--- config.mk ---
export PLATFORM = sky130hd
export DESIGN_NAME = two_axis_step_cycle_sequencer_top_flat
export DESIGN_NICKNAME = d
export VERILOG_FILES = /design/src/hw/rtl/tss_pkg.sv /design/src/hw/rtl/tss_req_if.sv /design/src/hw/rtl/tss_rsp_if.sv /design/src/hw/rtl/tss_step.sv /design/src/hw/rtl/two_axis_step_cycle_sequencer_top.sv /design/src/flat_wrapper.sv
export VERILOG_INCLUDE_DIRS = /design/src /design/src/hw/rtl
export SDC_FILE = /design/constraint.sdc
export NUM_CORES = 1
export LEC_CHECK = 0
export BUFFER_PORTS_ARGS = -buffer_cell sky130_fd_sc_hd__buf_2
export CORE_AREA = 2 2 163 165
export DETAILED_ROUTE_END_ITERATION = 6
export DIE_AREA = 0 0 165 167
export PLACE_DENSITY = 0.7
export REMOVE_ABC_BUFFERS = 1
export SLEW_MARGIN = 20
export SYNTH_ARGS = -nofsm -noshare
export SYNTH_HDL_FRONTEND = slang
export SYNTH_HIERARCHICAL = 1
export SYNTH_SLANG_ARGS = --single-unit
--- constraint.sdc ---
create_clock -name clock -period 5.05 [get_ports clock]
set_input_delay 0.2525 -clock clock [delete_from_list [all_inputs] [get_ports clock]]
set_output_delay 0.2525 -clock clock [all_outputs]
set_load 0.02 [all_outputs]
--- src/hw/rtl/two_axis_step_cycle_sequencer_top_defines.svh ---
// Assertion macros for the two-axis step cycle sequencer.
// Included by any RTL file that carries concurrent checks; no other dependencies.
`ifndef TWO_AXIS_STEP_CYCLE_SEQUENCER_TOP_DEFINES_SVH
`define TWO_AXIS_STEP_CYCLE_SEQUENCER_TOP_DEFINES_SVH

`ifndef SYNTHESIS
`define TSS_ASSERT_IMPL(label, clk, rst, ante, cons) \
   label: assert property (@(posedge clk) disable iff (rst) (ante) |-> (cons)) \
      else $error("tss check failed: same-cycle implication");
`define TSS_ASSERT_NEXT(label, clk, rst, ante, cons) \
   label: assert property (@(posedge clk) disable iff (rst) (ante) |=> (cons)) \
      else $error("tss check failed: next-cycle implication");
`define TSS_ASSERT_NEVER(label, clk, rst, cond) \
   label: assert property (@(posedge clk) disable iff (rst) !(cond)) \
      else $error("tss check failed: forbidden condition");
`else
`define TSS_ASSERT_IMPL(label, clk, rst, ante, cons)
`define TSS_ASSERT_NEXT(label, clk, rst, ante, cons)
`define TSS_ASSERT_NEVER(label, clk, rst, cond)
`endif

`endif

--- src/hw/rtl/tss_pkg.sv ---
`timescale 1ns / 1ps
// Shared types, codes and reset values for the two-axis step cycle sequencer.
// No dependencies; tss_step, the top level and the bench refer to it by scoped names.
package tss_pkg;

   localparam int FEEDS_BEFORE_HOME = 2;

   localparam int CSR_ADDR_W = 5;
   localparam int CSR_DATA_W = 32;

   typedef enum logic [1:0] {
      MODE_M1_TICK = 2'd0,
      MODE_M2_TICK = 2'd1,
      MODE_START   = 2'd2,
      MODE_MANUAL  = 2'd3
   } mode_type;

   typedef enum logic [2:0] {
      PH_IDLE     = 3'd0,
      PH_STROKING = 3'd1,
      PH_PAUSE    = 3'd2,
      PH_FEEDING  = 3'd3,
      PH_HOMING   = 3'd4,
      PH_MANUAL   = 3'd5
   } phase_type;

   // register index, taken from paddr[4:2]
   localparam logic [2:0] REG_M1_HALF_PERIOD       = 3'd0;
   localparam logic [2:0] REG_M1_TOGGLES_PER_STROKE = 3'd1;
   localparam logic [2:0] REG_STROKES_PER_CYCLE     = 3'd2;
   localparam logic [2:0] REG_M2_HALF_PERIOD        = 3'd3;
   localparam logic [2:0] REG_M2_TOGGLES_PER_FEED   = 3'd4;
   localparam logic [2:0] REG_REVERSAL_PAUSE_TICKS  = 3'd5;

   typedef struct packed {
      logic [15:0] m1_half_period;
      logic [15:0] m1_toggles_per_stroke;
      logic [7:0]  strokes_per_cycle;
      logic [15:0] m2_half_period;
      logic [7:0]  m2_toggles_per_feed;
      logic [15:0] reversal_pause_ticks;
   } cfg_type;

   localparam cfg_type CFG_RESET = '{
      m1_half_period:        16'd4,
      m1_toggles_per_stroke: 16'd200,
      strokes_per_cycle:     8'd4,
      m2_half_period:        16'd4,
      m2_toggles_per_feed:   8'd200,
      reversal_pause_ticks:  16'd100
   };

   typedef struct packed {
      logic [1:0] mode;
      logic       manual_hold;
      logic       jog_motor1;
      logic       jog_motor2;
      logic       seek_home;
      logic       home_reached;
   } req_type;

   typedef struct packed {
      logic       m1_enable;
      logic       m1_step;
      logic       m1_dir;
      logic       m2_enable;
      logic       m2_step;
      logic [2:0] phase;
   } rsp_type;

   typedef struct packed {
      logic        armed;
      logic        stroking;
      logic        feeding;
      logic        homing;
      logic        in_manual;
      logic [15:0] m1_toggle_count;
      logic [15:0] m1_wait;
      logic [7:0]  strokes_left;
      logic [15:0] pause_left;
      logic [7:0]  m2_toggle_count;
      logic [15:0] m2_wait;
      logic [1:0]  feeds_done;
      logic        m1_en;
      logic        m1_step;
      logic        m1_dir;
      logic        m2_en;
      logic        m2_step;
   } state_type;

   localparam state_type STATE_RESET = '{
      armed:           1'b1,
      stroking:        1'b0,
      feeding:         1'b0,
      homing:          1'b0,
      in_manual:       1'b0,
      m1_toggle_count: 16'd0,
      m1_wait:         16'd0,
      strokes_left:    8'd4,
      pause_left:      16'd0,
      m2_toggle_count: 8'd0,
      m2_wait:         16'd0,
      feeds_done:      2'd0,
      m1_en:           1'b0,
      m1_step:         1'b0,
      m1_dir:          1'b1,
      m2_en:           1'b0,
      m2_step:         1'b0
   };

endpackage

--- src/hw/rtl/tss_req_if.sv ---
`timescale 1ns / 1ps
// Event channel into the sequencer: valid/ready handshake plus one event word.
// Depends on nothing.
interface tss_req_if;
   logic       valid;
   logic       ready;
   logic [1:0] mode;
   logic       manual_hold;
   logic       jog_motor1;
   logic       jog_motor2;
   logic       seek_home;
   logic       home_reached;

   modport source (output valid, mode, manual_hold, jog_motor1, jog_motor2, seek_home,
                   home_reached, input ready);
   modport sink   (input valid, mode, manual_hold, jog_motor1, jog_motor2, seek_home,
                   home_reached, output ready);
endinterface

--- src/hw/rtl/tss_rsp_if.sv ---
`timescale 1ns / 1ps
// Result channel out of the sequencer: valid/ready handshake plus drive levels and phase.
// Depends on nothing.
interface tss_rsp_if;
   logic       valid;
   logic       ready;
   logic       m1_enable;
   logic       m1_step;
   logic       m1_dir;
   logic       m2_enable;
   logic       m2_step;
   logic [2:0] phase;

   modport source (output valid, m1_enable, m1_step, m1_dir, m2_enable, m2_step, phase,
                   input ready);
   modport sink   (input valid, m1_enable, m1_step, m1_dir, m2_enable, m2_step, phase,
                   output ready);
endinterface

--- src/hw/rtl/tss_step.sv ---
`timescale 1ns / 1ps
// Next-state and result logic for one event word of the step cycle sequencer.
// Depends on tss_pkg.
module tss_step (
   input  tss_pkg::state_type cur_state,
   input  tss_pkg::cfg_type   cfg,
   input  tss_pkg::req_type   item,
   output tss_pkg::state_type nxt_state,
   output tss_pkg::rsp_type   result
);

   // reach home: stop motor two there, else take one more toggle
   function automatic tss_pkg::state_type home_step(tss_pkg::state_type s, logic at_home);
      tss_pkg::state_type r;
      r = s;
      if (at_home) begin
         r.homing     = 1'b0;
         r.m2_en      = 1'b0;
         r.m2_step    = 1'b0;
         r.feeds_done = 2'd0;
      end else begin
         r.homing  = 1'b1;
         r.m2_en   = 1'b1;
         r.m2_step = ~s.m2_step;
      end
      return r;
   endfunction

   tss_pkg::state_type s;
   tss_pkg::phase_type ph;

   always_comb begin
      s = cur_state;
      case (item.mode)
         tss_pkg::MODE_MANUAL: begin
            if (!s.in_manual) begin
               s.armed    = 1'b0;
               s.stroking = 1'b0;
               s.feeding  = 1'b0;
               if (s.homing) begin
                  s.feeds_done = 2'd0;
               end
               s.homing     = 1'b0;
               s.pause_left = 16'd0;
               s.m2_step    = 1'b0;
               s.m2_en      = 1'b0;
               s.m1_en      = 1'b0;
               s.m1_dir     = 1'b0;
               if (item.manual_hold) begin
                  s.armed = 1'b1;
               end else begin
                  s.in_manual = 1'b1;
               end
            end else if (item.manual_hold) begin
               s.in_manual = 1'b0;
               s.armed     = 1'b1;
               s.m1_en     = 1'b0;
               s.m1_step   = 1'b0;
               s.m2_en     = 1'b0;
               s.m2_step   = 1'b0;
            end
            // jog only while staying in manual
            if (s.in_manual && !item.manual_hold) begin
               if (item.jog_motor1) begin
                  s.m1_en   = 1'b1;
                  s.m1_step = ~s.m1_step;
               end else begin
                  s.m1_en   = 1'b0;
                  s.m1_step = 1'b0;
                  if (item.jog_motor2 || (item.seek_home && !item.home_reached)) begin
                     s.m2_en   = 1'b1;
                     s.m2_step = ~s.m2_step;
                  end else begin
                     s.m2_en   = 1'b0;
                     s.m2_step = 1'b0;
                  end
               end
            end
         end
         tss_pkg::MODE_M1_TICK: begin
            if (!s.in_manual && s.stroking && !s.homing) begin
               s.armed = 1'b0;
               if (s.pause_left != 16'd0) begin
                  s.pause_left = s.pause_left - 16'd1;
                  if (s.pause_left == 16'd0) begin
                     s.m1_en = 1'b1;
                  end
               end else begin
                  s.m1_en = 1'b1;
                  if (s.strokes_left != 8'd0) begin
                     if (s.m1_wait == 16'd0) begin
                        s.m1_step         = ~s.m1_step;
                        s.m1_toggle_count = s.m1_toggle_count + 16'd1;
                        s.m1_wait         = cfg.m1_half_period;
                     end else begin
                        s.m1_wait = s.m1_wait - 16'd1;
                     end
                     if (s.m1_toggle_count >= cfg.m1_toggles_per_stroke) begin
                        s.m1_toggle_count = 16'd0;
                        s.strokes_left    = s.strokes_left - 8'd1;
                        s.m1_step         = 1'b0;
                        s.m1_dir          = ~s.m1_dir;
                        s.pause_left      = cfg.reversal_pause_ticks;
                        s.m1_en           = (cfg.reversal_pause_ticks == 16'd0);
                     end
                  end else begin
                     s.m1_dir       = 1'b1;
                     s.m1_en        = 1'b0;
                     s.stroking     = 1'b0;
                     s.feeding      = 1'b1;
                     s.m2_wait      = 16'd0;
                     s.strokes_left = cfg.strokes_per_cycle;
                  end
               end
            end
         end
         tss_pkg::MODE_M2_TICK: begin
            if (!s.in_manual) begin
               if (s.homing) begin
                  s = home_step(s, item.home_reached);
               end else if (s.feeding) begin
                  s.m2_en = 1'b1;
                  if (s.m2_wait == 16'd0) begin
                     s.m2_step         = ~s.m2_step;
                     s.m2_toggle_count = s.m2_toggle_count + 8'd1;
                     s.m2_wait         = cfg.m2_half_period;
                  end else begin
                     s.m2_wait = s.m2_wait - 16'd1;
                  end
                  if (s.m2_toggle_count >= cfg.m2_toggles_per_feed) begin
                     s.m2_toggle_count = 8'd0;
                     s.feeding         = 1'b0;
                     s.m2_en           = 1'b0;
                     s.m2_step         = 1'b0;
                     s.armed           = 1'b1;
                     s.stroking        = 1'b1;
                     s.m1_wait         = 16'd0;
                     s.feeds_done      = s.feeds_done + 2'd1;
                     if (s.feeds_done == 2'(tss_pkg::FEEDS_BEFORE_HOME)) begin
                        s = home_step(s, item.home_reached);
                     end
                  end
               end
            end
         end
         tss_pkg::MODE_START: begin
            if (!s.in_manual && s.armed && !s.homing) begin
               s.stroking = 1'b1;
               s.m1_wait  = 16'd0;
            end
         end
         default: begin
         end
      endcase
   end

   always_comb begin
      if (s.in_manual) begin
         ph = tss_pkg::PH_MANUAL;
      end else if (s.homing) begin
         ph = tss_pkg::PH_HOMING;
      end else if (s.feeding) begin
         ph = tss_pkg::PH_FEEDING;
      end else if (s.stroking && (s.pause_left != 16'd0)) begin
         ph = tss_pkg::PH_PAUSE;
      end else if (s.stroking) begin
         ph = tss_pkg::PH_STROKING;
      end else begin
         ph = tss_pkg::PH_IDLE;
      end
   end

   assign nxt_state        = s;
   assign result.m1_enable = s.m1_en;
   assign result.m1_step   = s.m1_step;
   assign result.m1_dir    = s.m1_dir;
   assign result.m2_enable = s.m2_en;
   assign result.m2_step   = s.m2_step;
   assign result.phase     = ph;

endmodule

--- src/hw/rtl/two_axis_step_cycle_sequencer_top.sv ---
`timescale 1ns / 1ps
// Top level of the two-axis step cycle sequencer: CSR block, state and result registers.
// Depends on tss_pkg, tss_req_if, tss_rsp_if, tss_step and the defines header.
//
//   channel  | direction | handshake           | word
//   ---------+-----------+---------------------+------------------------------------
//   req_ch   | in        | valid/ready         | mode, manual_hold, jogs, home level
//   rsp_ch   | out       | valid/ready         | drive enables/steps/dir, phase
//   csr_*    | in        | APB write, pready=1 | six config registers at 4*i
//
// Cycles: one event word per clock; its result is in the output register the next cycle.
// The whole step is one pass through tss_step, from the state register to the result register.
// Stalls: req_ch.ready drops only while a result is held and rsp_ch.ready is low.
// Reset: synchronous, active high; state, config and the output valid flag go to defaults.
`include "two_axis_step_cycle_sequencer_top_defines.svh"

module two_axis_step_cycle_sequencer_top (
   input  logic                            clock,
   input  logic                            reset,
   tss_req_if.sink                         req_ch,
   tss_rsp_if.source                       rsp_ch,
   input  logic                            csr_psel,
   input  logic                            csr_penable,
   input  logic                            csr_pwrite,
   input  logic [tss_pkg::CSR_ADDR_W-1:0]  csr_paddr,
   input  logic [tss_pkg::CSR_DATA_W-1:0]  csr_pwdata,
   output logic [tss_pkg::CSR_DATA_W-1:0]  csr_prdata,
   output logic                            csr_pready
);

   tss_pkg::state_type state_ff, state_in;
   tss_pkg::cfg_type   cfg_ff, cfg_in;
   tss_pkg::rsp_type   rsp_ff, rsp_in;
   logic               rsp_valid_ff, rsp_valid_in;
   tss_pkg::req_type   item;
   tss_pkg::state_type step_state;
   logic               req_accept;
   logic               csr_write;
   logic [2:0]         csr_index;

   // ---------------- configuration port ----------------
   assign csr_pready = 1'b1;
   assign csr_write  = csr_psel && csr_penable && csr_pwrite && csr_pready;
   assign csr_index  = csr_paddr[4:2];

   always_comb begin
      cfg_in = cfg_ff;
      if (csr_write) begin
         case (csr_index)
            tss_pkg::REG_M1_HALF_PERIOD:        cfg_in.m1_half_period        = csr_pwdata[15:0];
            tss_pkg::REG_M1_TOGGLES_PER_STROKE: cfg_in.m1_toggles_per_stroke = csr_pwdata[15:0];
            tss_pkg::REG_STROKES_PER_CYCLE:     cfg_in.strokes_per_cycle     = csr_pwdata[7:0];
            tss_pkg::REG_M2_HALF_PERIOD:        cfg_in.m2_half_period        = csr_pwdata[15:0];
            tss_pkg::REG_M2_TOGGLES_PER_FEED:   cfg_in.m2_toggles_per_feed   = csr_pwdata[7:0];
            tss_pkg::REG_REVERSAL_PAUSE_TICKS:  cfg_in.reversal_pause_ticks  = csr_pwdata[15:0];
            default: begin
               // drop writes outside the register map
            end
         endcase
      end
   end

   always_comb begin
      case (csr_index)
         tss_pkg::REG_M1_HALF_PERIOD:        csr_prdata = {16'd0, cfg_ff.m1_half_period};
         tss_pkg::REG_M1_TOGGLES_PER_STROKE: csr_prdata = {16'd0, cfg_ff.m1_toggles_per_stroke};
         tss_pkg::REG_STROKES_PER_CYCLE:     csr_prdata = {24'd0, cfg_ff.strokes_per_cycle};
         tss_pkg::REG_M2_HALF_PERIOD:        csr_prdata = {16'd0, cfg_ff.m2_half_period};
         tss_pkg::REG_M2_TOGGLES_PER_FEED:   csr_prdata = {24'd0, cfg_ff.m2_toggles_per_feed};
         tss_pkg::REG_REVERSAL_PAUSE_TICKS:  csr_prdata = {16'd0, cfg_ff.reversal_pause_ticks};
         default:                            csr_prdata = '0;
      endcase
   end

   // ---------------- event handshake ----------------
   // accept whenever the output register is empty or being drained this cycle
   assign req_ch.ready = !rsp_valid_ff || rsp_ch.ready;
   assign req_accept   = req_ch.valid && req_ch.ready;

   assign item.mode         = req_ch.mode;
   assign item.manual_hold  = req_ch.manual_hold;
   assign item.jog_motor1   = req_ch.jog_motor1;
   assign item.jog_motor2   = req_ch.jog_motor2;
   assign item.seek_home    = req_ch.seek_home;
   assign item.home_reached = req_ch.home_reached;

   tss_step u_step (
      .cur_state (state_ff),
      .cfg       (cfg_ff),
      .item      (item),
      .nxt_state (step_state),
      .result    (rsp_in)
   );

   // advance the state only on an accepted word; hold it otherwise
   assign state_in = req_accept ? step_state : state_ff;

   always_comb begin
      if (req_accept) begin
         rsp_valid_in = 1'b1;
      end else if (rsp_ch.ready) begin
         rsp_valid_in = 1'b0;
      end else begin
         rsp_valid_in = rsp_valid_ff;
      end
   end

   always_ff @(posedge clock) begin
      if (reset) begin
         state_ff     <= tss_pkg::STATE_RESET;
         cfg_ff       <= tss_pkg::CFG_RESET;
         rsp_valid_ff <= 1'b0;
      end else begin
         state_ff     <= state_in;
         cfg_ff       <= cfg_in;
         rsp_valid_ff <= rsp_valid_in;
      end
   end

   // result payload loads with each accepted word and needs no reset
   always_ff @(posedge clock) begin
      if (req_accept) begin
         rsp_ff <= rsp_in;
      end
   end

   assign rsp_ch.valid     = rsp_valid_ff;
   assign rsp_ch.m1_enable = rsp_ff.m1_enable;
   assign rsp_ch.m1_step   = rsp_ff.m1_step;
   assign rsp_ch.m1_dir    = rsp_ff.m1_dir;
   assign rsp_ch.m2_enable = rsp_ff.m2_enable;
   assign rsp_ch.m2_step   = rsp_ff.m2_step;
   assign rsp_ch.phase     = rsp_ff.phase;

   // ---------------- checks ----------------
   `TSS_ASSERT_NEXT(a_accept_gives_result, clock, reset, req_accept, rsp_valid_ff)
   `TSS_ASSERT_NEXT(a_state_holds_idle, clock, reset, !req_accept, $stable(state_ff))
   `TSS_ASSERT_IMPL(a_manual_phase, clock, reset, rsp_valid_ff && state_ff.in_manual,
                    rsp_ff.phase == tss_pkg::PH_MANUAL)
   `TSS_ASSERT_NEVER(a_home_feed_excl, clock, reset, state_ff.homing && state_ff.feeding)

endmodule

--- src/flat_wrapper.sv ---
// flat-port wrapper written by rule: the top's interface ports become plain ports
module two_axis_step_cycle_sequencer_top_flat 
  (clock, reset, csr_psel, csr_penable, csr_pwrite, csr_paddr, csr_pwdata, csr_prdata, csr_pready, req_ch_valid, req_ch_mode, req_ch_manual_hold, req_ch_jog_motor1, req_ch_jog_motor2, req_ch_seek_home, req_ch_home_reached, req_ch_ready, rsp_ch_valid, rsp_ch_m1_enable, rsp_ch_m1_step, rsp_ch_m1_dir, rsp_ch_m2_enable, rsp_ch_m2_step, rsp_ch_phase, rsp_ch_ready);
  tss_req_if req_ch_i ();
  tss_rsp_if rsp_ch_i ();
  input  logic clock;
  input  logic reset;
  input  logic csr_psel;
  input  logic csr_penable;
  input  logic csr_pwrite;
  input  logic [tss_pkg::CSR_ADDR_W-1:0] csr_paddr;
  input  logic [tss_pkg::CSR_DATA_W-1:0] csr_pwdata;
  output logic [tss_pkg::CSR_DATA_W-1:0] csr_prdata;
  output logic csr_pready;
  input wire logic [$bits(req_ch_i.valid)-1:0] req_ch_valid;
  input wire logic [$bits(req_ch_i.mode)-1:0] req_ch_mode;
  input wire logic [$bits(req_ch_i.manual_hold)-1:0] req_ch_manual_hold;
  input wire logic [$bits(req_ch_i.jog_motor1)-1:0] req_ch_jog_motor1;
  input wire logic [$bits(req_ch_i.jog_motor2)-1:0] req_ch_jog_motor2;
  input wire logic [$bits(req_ch_i.seek_home)-1:0] req_ch_seek_home;
  input wire logic [$bits(req_ch_i.home_reached)-1:0] req_ch_home_reached;
  output wire logic [$bits(req_ch_i.ready)-1:0] req_ch_ready;
  output wire logic [$bits(rsp_ch_i.valid)-1:0] rsp_ch_valid;
  output wire logic [$bits(rsp_ch_i.m1_enable)-1:0] rsp_ch_m1_enable;
  output wire logic [$bits(rsp_ch_i.m1_step)-1:0] rsp_ch_m1_step;
  output wire logic [$bits(rsp_ch_i.m1_dir)-1:0] rsp_ch_m1_dir;
  output wire logic [$bits(rsp_ch_i.m2_enable)-1:0] rsp_ch_m2_enable;
  output wire logic [$bits(rsp_ch_i.m2_step)-1:0] rsp_ch_m2_step;
  output wire logic [$bits(rsp_ch_i.phase)-1:0] rsp_ch_phase;
  input wire logic [$bits(rsp_ch_i.ready)-1:0] rsp_ch_ready;
  assign req_ch_i.valid = req_ch_valid;
  assign req_ch_i.mode = req_ch_mode;
  assign req_ch_i.manual_hold = req_ch_manual_hold;
  assign req_ch_i.jog_motor1 = req_ch_jog_motor1;
  assign req_ch_i.jog_motor2 = req_ch_jog_motor2;
  assign req_ch_i.seek_home = req_ch_seek_home;
  assign req_ch_i.home_reached = req_ch_home_reached;
  assign req_ch_ready = req_ch_i.ready;
  assign rsp_ch_valid = rsp_ch_i.valid;
  assign rsp_ch_m1_enable = rsp_ch_i.m1_enable;
  assign rsp_ch_m1_step = rsp_ch_i.m1_step;
  assign rsp_ch_m1_dir = rsp_ch_i.m1_dir;
  assign rsp_ch_m2_enable = rsp_ch_i.m2_enable;
  assign rsp_ch_m2_step = rsp_ch_i.m2_step;
  assign rsp_ch_phase = rsp_ch_i.phase;
  assign rsp_ch_i.ready = rsp_ch_ready;
  two_axis_step_cycle_sequencer_top u_core (.clock(clock), .reset(reset), .req_ch(req_ch_i), .rsp_ch(rsp_ch_i), .csr_psel(csr_psel), .csr_penable(csr_penable), .csr_pwrite(csr_pwrite), .csr_paddr(csr_paddr), .csr_pwdata(csr_pwdata), .csr_prdata(csr_prdata), .csr_pready(csr_pready));
endmodule
==> results.sh, run 1 <==
export IMPL_status="finished clean"
export IMPL_setup_viol=0
export IMPL_synthTopCellsByArea="dfxtp_1 27%, o21ai_0 7.5%, mux2i_1 7.0%, a21oi_1 6.1%, nand2b_1 4.9%"
export IMPL_final_core_util=0.536
export IMPL_finalCriticalPeriod_ps=4730
export IMPL_synth_edf_count=8
export IMPL_syn_inst=1674
export IMPL_synth_seq_cells=181
export IMPL_drc=0
export IMPL_yosysTopAreaCell="dfxtp_1"
export IMPL_synth_avg_cell_area_um2=7.61
export IMPL_finalCritPeriodShare=0.938
export IMPL_hold_class="in -> reg"
export IMPL_hold_violations=0
export IMPL_wl_met1_um=18100
export IMPL_route_met3_wl_um=3290
export IMPL_antenna_left=0
export IMPL_dp_cells=1982
export IMPL_grt_max_degree=100
export IMPL_crit_type="reg -> reg"
export IMPL_gp_congestion=0.956
export IMPL_holdBufCountCts=0
export IMPL_clk_pin_slew_ps=80
export IMPL_fin_tns_setup_ps=0
export IMPL_final_net_count=1756
export IMPL_h_tree_depth=4
export IMPL_via_per_inst=6.33
export IMPL_grt_setup_unrepaired="no"
export IMPL_yosysWarnings=6
export IMPL_io_pins=94
export IMPL_layout_drive_gt1_share=0.115
export IMPL_maxCapViolations=0
export IMPL_irDropWorstVdd_uv=228
export IMPL_finalNonFillerCells=2018
export IMPL_p_per_area_mw_per_mm2=232
export IMPL_async_flop_share=0
export IMPL_maxSlewViolCount=0
export IMPL_endpoint_kind="flip-flop"
export IMPL_mostFrequentLayoutCells="191 x o21ai_0, 173 x dfxtp_1, 155 x a21oi_1"
export IMPL_dpl_hpwl_um=28600
export IMPL_wirelength_um=41500
export IMPL_syn_cell_area_mm2=0.0127
export IMPL_grt_pass1_wl_um=64500
export IMPL_multi_input_area_mm2=0.00818
export IMPL_start_util=0.494
export IMPL_track_usage=0.297
export IMPL_synth_cell_types=91
export IMPL_overflow=0
export IMPL_crit_arrival_ps=4920
export IMPL_skew_ps=15.6
export IMPL_cts_root_buf="clkbuf_16"
export IMPL_portBuffers=58
export IMPL_cts_tree="done"
export IMPL_drt_iter0_drc=1508
export IMPL_synth_ff_type="dfxtp_1"
export IMPL_clockBufferDepth=2
export IMPL_wl_met2_um=18500
export IMPL_post_drt_wl_per_cell_um=20.6
export IMPL_die_w_um=165
export IMPL_register_area_mm2=0.00370
export IMPL_synth_top_area_share=0.272
export IMPL_crit_fanout=9
export IMPL_vias=12800
export IMPL_worstPathRequired_ps=5240
export IMPL_die_area_mm2=0.0276
export IMPL_area_growth_pct=8.34
export IMPL_die_height_um=167
export IMPL_cts_buffers=17
export IMPL_rows=59
export IMPL_ys_seq_area_frac=0.291
export IMPL_first_pass_iters=6
export IMPL_critPathLaunchType="flip-flop"
export IMPL_worst_pin_slew_ps=1010
export IMPL_insertion_delay_ps=460
export IMPL_max_freq_ghz=0.211
export IMPL_grt_pass1_vias=11500
export IMPL_max_slew_margin_rel=0.330
export IMPL_numClockSinks=181
export IMPL_layout_commonest_cell="o21ai_0"
export IMPL_top_layer="met5"
export IMPL_core_area_mm2=0.0258
export IMPL_nFillCells=2406
export IMPL_leakagePower_nw=5.61
export IMPL_antenna_found_initial=2
==> per-layer routing <==
| layer | track usage | vias to the layer above |
|---|---|---|
| li1 | - | 6000 |
| met1 | 0.409 | 6107 |
| met2 | 0.457 | 571 |
| met3 | 0.0483 | 99 |
| met4 | 0.126 | 2 |
| met5 | 0 | - |
==> cell usage after synthesis, drive strengths merged, types with 4 or more instances <==
cell and number:
a211o 5, a211oi 8, a21o 14, a21oi 155, a221o 5, a22o 18, a22oi 22, a31o 4
a31oi 17, and2 6, and3 15, and4 6, buf 56, clkbuf 90, dfxtp 173, edfxtp 8
ha 37, inv 58, mux2 20, mux2i 89, nand2 131, nand2b 99, nand3 115, nand4 13
nor2 106, nor2b 13, nor3 26, nor3b 8, nor4 19, nor4b 4, o211ai 4, o21ai 192
o22a 5, o22ai 10, o31ai 24, o32ai 4, or3 10, or4 5, xnor2 20, xor2 14
==> cell families after synthesis <==
family                     count (synthesis)  synth area share
and+or+nand+nor                          585             0.239
AOI/OAI and AO/OA                        519             0.245
buffers and inverters                    205            0.0736
DFF                                      181             0.291
muxes                                    111            0.0915
adders and majority gates                 37            0.0363
xor gates and xnor gates                  34            0.0234
other                                      2          0.000590
==> report_power, final <==
group          switching [mW]  internal [mW]
registers              0.0128           1.45
logic                   0.240         0.0921
clock network           0.677          0.734
==> path summary, 6_finish.rpt <==
kind | start | to | slack, ps | cells after the start
setup / recovery | u_core/state_ff[55]$_SDFFE_PP0P_ | u_core/rsp_ch.phase[1]$_DFFE_PP_ | 320 | 21
hold / removal | csr_pwdata[3] | u_core/cfg_ff[19]$_SDFFE_PP1P_ | 120 | 3
setup reg to reg | u_core/state_ff[55]$_SDFFE_PP0P_ | u_core/rsp_ch.phase[1]$_DFFE_PP_ | 320 | 21
hold reg to reg | u_core/cfg_ff[43]$_SDFFE_PP0P_ | u_core/cfg_ff[43]$_SDFFE_PP0P_ | 500 | 2
==> flip-flops by register name, summed over array words and instances (netlist names) <==
signal	flops
u_core/rsp_ch.m1_step	1
u_core/rsp_ch.m2_step	1
u_core/rsp_ch.m1_dir	1
u_core/state_ff	92
u_core/cfg_ff	80
u_core/rsp_ch.phase	3
u_core/rsp_ch.m1_enable	1
u_core/rsp_ch.valid	1
u_core/rsp_ch.m2_enable	1
==> critical path, stage by stage, from the launching register on <==
cell and delay, ps:
dfxtp_1 310, inv_1 90, ha_1 170, nor3b_2 190, and3_1 230, nand3_1 120
nor2_2 170, and3_1 190, and3_1 210, xor2_1 200, ha_1 310, nand4_1 180
nor3_1 100, a2111oi_4 260, buf_4 200, nand2_2 110, buf_4 200, a41oi_1 260
nand4_1 120, or4_1 560, o21ai_0 200, a21oi_1 80
==> through the flow <==
| step | power (mW) | worst slack, ps | area, um^2 | hold slack, ps |
|---|---|---|---|---|
| after floorplan | 1.66 | -581 | 12100 | 322 |
| after global routing | 3.30 | 9.51 | 13800 | 107 |
| after detailed placement | 1.82 | 62.8 | 13200 | 487 |
| final | 3.21 | 315 | 13800 | 117 |
| after CTS | 3.21 | 16.7 | 13800 | 102 |
| after global placement | 1.82 | 147 | 13200 | 473 |
==> timing repair <==
action / in CTS / in global routing
endpoints found under the setup margin: 0 / 7
gates resized for setup: 0 / 4
endpoints found under the hold margin: 0 / 0
buffers inserted: 0 / 2
==> layout make-up <==
cell class,count,area share
multi-input cells,1303,0.592
clock buffers,18,0.0326
inverters,59,0.0161
repair buffers,106,0.0484
well taps,335,0.0304
clock inverters,14,0.0112
diodes,2,0.000363
flip-flops and latches,181,0.268
Power figures use the tool's default switching activity.
==> inputs of run 2 (changes only) <==
==> constraint.sdc (replaced) <==
create_clock -name clock -period 3.91 [get_ports clock]
set_input_delay 0.1955 -clock clock [delete_from_list [all_inputs] [get_ports clock]]
set_output_delay 0.1955 -clock clock [all_outputs]
set_load 0.02 [all_outputs]
==> run 2 against run 1 <==
  * The flow now finishes with violations (setup timing)
  * Final cell count is 5.5% higher
  * Global-route usage is 1.5 points higher
  * Critical path depth stayed put
  * Combinational power is 39% higher
  * Count of clock-buffer cells in the layout stayed put
  * Worst setup slack worse by 1000 ps
  * Register-to-register slack worse by 1000 ps
  * Clock skew is 3.0 ps lower
  * Total power is 28% higher
  * Sequential share of layout area is 2.5 points lower
  * Non-clock buffer count is 113 higher
  * Cell area is 10% higher
==> results.sh, run 2 (synthesis results as in run 1) <==
export IMPL_cpMaxStageDelayCell="or4_4"
export IMPL_largest_register_ffs=92
export IMPL_dpl_hpwl_um=30500
export IMPL_worstPathRequired_ps=4100
export IMPL_drt_iter0_drc=1541
export IMPL_cts_tree="done"
export IMPL_place_area_mm2=0.0139
export IMPL_crit_arrival_ps=4800
export IMPL_crit_type="reg -> reg"
export IMPL_antenna_found_initial=0
export IMPL_p_per_area_mw_per_mm2=271
export IMPL_via_per_inst=6.23
export IMPL_wirelength_um=44200
export IMPL_track_usage=0.312
export IMPL_violations="setup timing"
export IMPL_gp_congestion=0.966
export IMPL_place_ws_ps=-1130
export IMPL_rows=59
export IMPL_dp_cells=2073
export IMPL_fin_tns_setup_ps=-8540
export IMPL_crit_fanout=6
export IMPL_final_net_count=1869
export IMPL_grt_max_degree=92
export IMPL_maxSlewViolCount=0
export IMPL_drc=0
export IMPL_die_height_um=167
export IMPL_hold_violations=0
export IMPL_overflow=0
export IMPL_clockBufferDepth=2
export IMPL_portBuffers=58
export IMPL_grt_setup_unrepaired="yes"
export IMPL_critPathLaunchType="flip-flop"
export IMPL_critical_path_top_delay_family="simple AND/OR/NAND/NOR gates"
export IMPL_fin_ws_ps=-695
export IMPL_die_area_mm2=0.0276
export IMPL_grt_pass1_vias=11900
export IMPL_status="complete, but fails checks"
export IMPL_path_buf_inv=4
export IMPL_max_slew_margin_rel=0.231
export IMPL_die_w_um=165
export IMPL_grt_pass1_wl_um=67900
export IMPL_p_total_mw=4.12
export IMPL_hold_class="in -> reg"
export IMPL_max_freq_ghz=0.217
export IMPL_core_area_mm2=0.0258
export IMPL_max_stage_delay_ps=550
export IMPL_antenna_cells=0
export IMPL_layout_commonest_cell="o21ai_0"
export IMPL_endpoint_kind="flip-flop"
export IMPL_setup_viol=32
export IMPL_mostFrequentLayoutCells="181 x o21ai_0, 171 x dfxtp_1, 147 x buf_4"
export IMPL_area_growth_pct=19.4
export IMPL_design_area_mm2=0.0152
export IMPL_cts_root_buf="clkbuf_16"
export IMPL_regMostFlops="u_core/state_ff"
export IMPL_finalCritPeriodShare=1.18
export IMPL_irDropWorstVdd_uv=219
export IMPL_antenna_left=0
export IMPL_numClockSinks=181
export IMPL_clk_pin_slew_ps=80
export IMPL_cts_buffers=17
export IMPL_skew_ps=12.6
export IMPL_start_util=0.494
export IMPL_finalCriticalPeriod_ps=4600
export IMPL_leakagePower_nw=6.31
export IMPL_maxCapViolations=0
export IMPL_cp_cell_sequence="inv_2 > ha_4 > nor3b_4 > and3_4 > and3_4 > buf_4 > and4_4 > nand3_4 > buf_4 > xnor2_1 > ha_1 > nand4_1 > a211oi_4 > a32oi_4 > nand2_8 > buf_6 > a211oi_2 > or3_4 > or4_4 > o21ai_2 > a21oi_1"
export IMPL_post_drt_wl_per_cell_um=20.7
export IMPL_first_pass_iters=6
export IMPL_finalNonFillerCells=2129
export IMPL_insertion_delay_ps=450
export IMPL_holdBufCountCts=0
export IMPL_vias=13300
export IMPL_worst_pin_slew_ps=1150
export IMPL_io_pins=94
export IMPL_h_tree_depth=4
export IMPL_layout_drive_gt1_share=0.211
-- run 2: changes by cell type in the layout (fill, tap and decap cells not counted), moves of 5 or more --
| cell | delta |
|---|---|
| nand3_2 | +5 |
| a21oi_2 | +17 |
| o21ai_1 | +7 |
| a21oi_1 | -17 |
| nand3_1 | -7 |
| o21ai_0 | -10 |
| buf_6 | +11 |
| buf_4 | +98 |
-- run 2: final cells by class --
class | instances | area, um^2
multi-input cells | 1303 | 8660
flip-flops and latches | 181 | 3710
inverters | 59 | 221
well taps | 335 | 419
repair buffers | 219 | 1600
fillers | 2346 | 10600
clock buffers | 18 | 429
clock inverters | 14 | 168
-- run 2: worst paths after layout --
kind                                                        from                          endpoint  slack, ps  cells past startpoint
worst max-delay path            u_core/state_ff[55]$_SDFFE_PP0P_  u_core/rsp_ch.phase[1]$_DFFE_PP_       -690                     21
worst min-delay path                               csr_pwdata[2]    u_core/cfg_ff[18]$_SDFFE_PP0P_         60                      3
worst max register to register  u_core/state_ff[55]$_SDFFE_PP0P_  u_core/rsp_ch.phase[1]$_DFFE_PP_       -690                     21
worst min register to register    u_core/cfg_ff[68]$_SDFFE_PP0P_    u_core/cfg_ff[68]$_SDFFE_PP0P_        500                      2
-- run 2: layer usage --
layer / routed length, um / track usage
met1: 19000 / 0.429
met2: 20200 / 0.495
met3: 3330 / 0.0513
met4: 1610 / 0.104
met5: 0 / 0
-- run 2: per-stage QoR --
step | util | hold slack (ps)
3_5_place_dp | 0.538 | 484
6_report | 0.590 | 63.3
4_1_cts | 0.572 | 54.2
2_1_floorplan | - | 265
5_1_grt | 0.590 | 53.8
3_3_place_gp | 0.538 | 473
-- run 2: worst min-delay path: cells and delay by family --
kind,cells,cell delay (ps)
buf+inv,1,120
mux,1,70
simple gates,1,80
-- run 2: power by group --
part	internal, mW	switching (mW)
clock network	0.910	0.854
registers	1.88	0.0191
logic	0.137	0.323
-- run 2: timing repair --
item                       in CTS  in global routing
pin swaps                      29                 18
setup endpoints to repair      49                 76
hold endpoints to repair        0                  0
resized for setup              47                 80
cloned                          0                  1
setup buffers                  13                 11
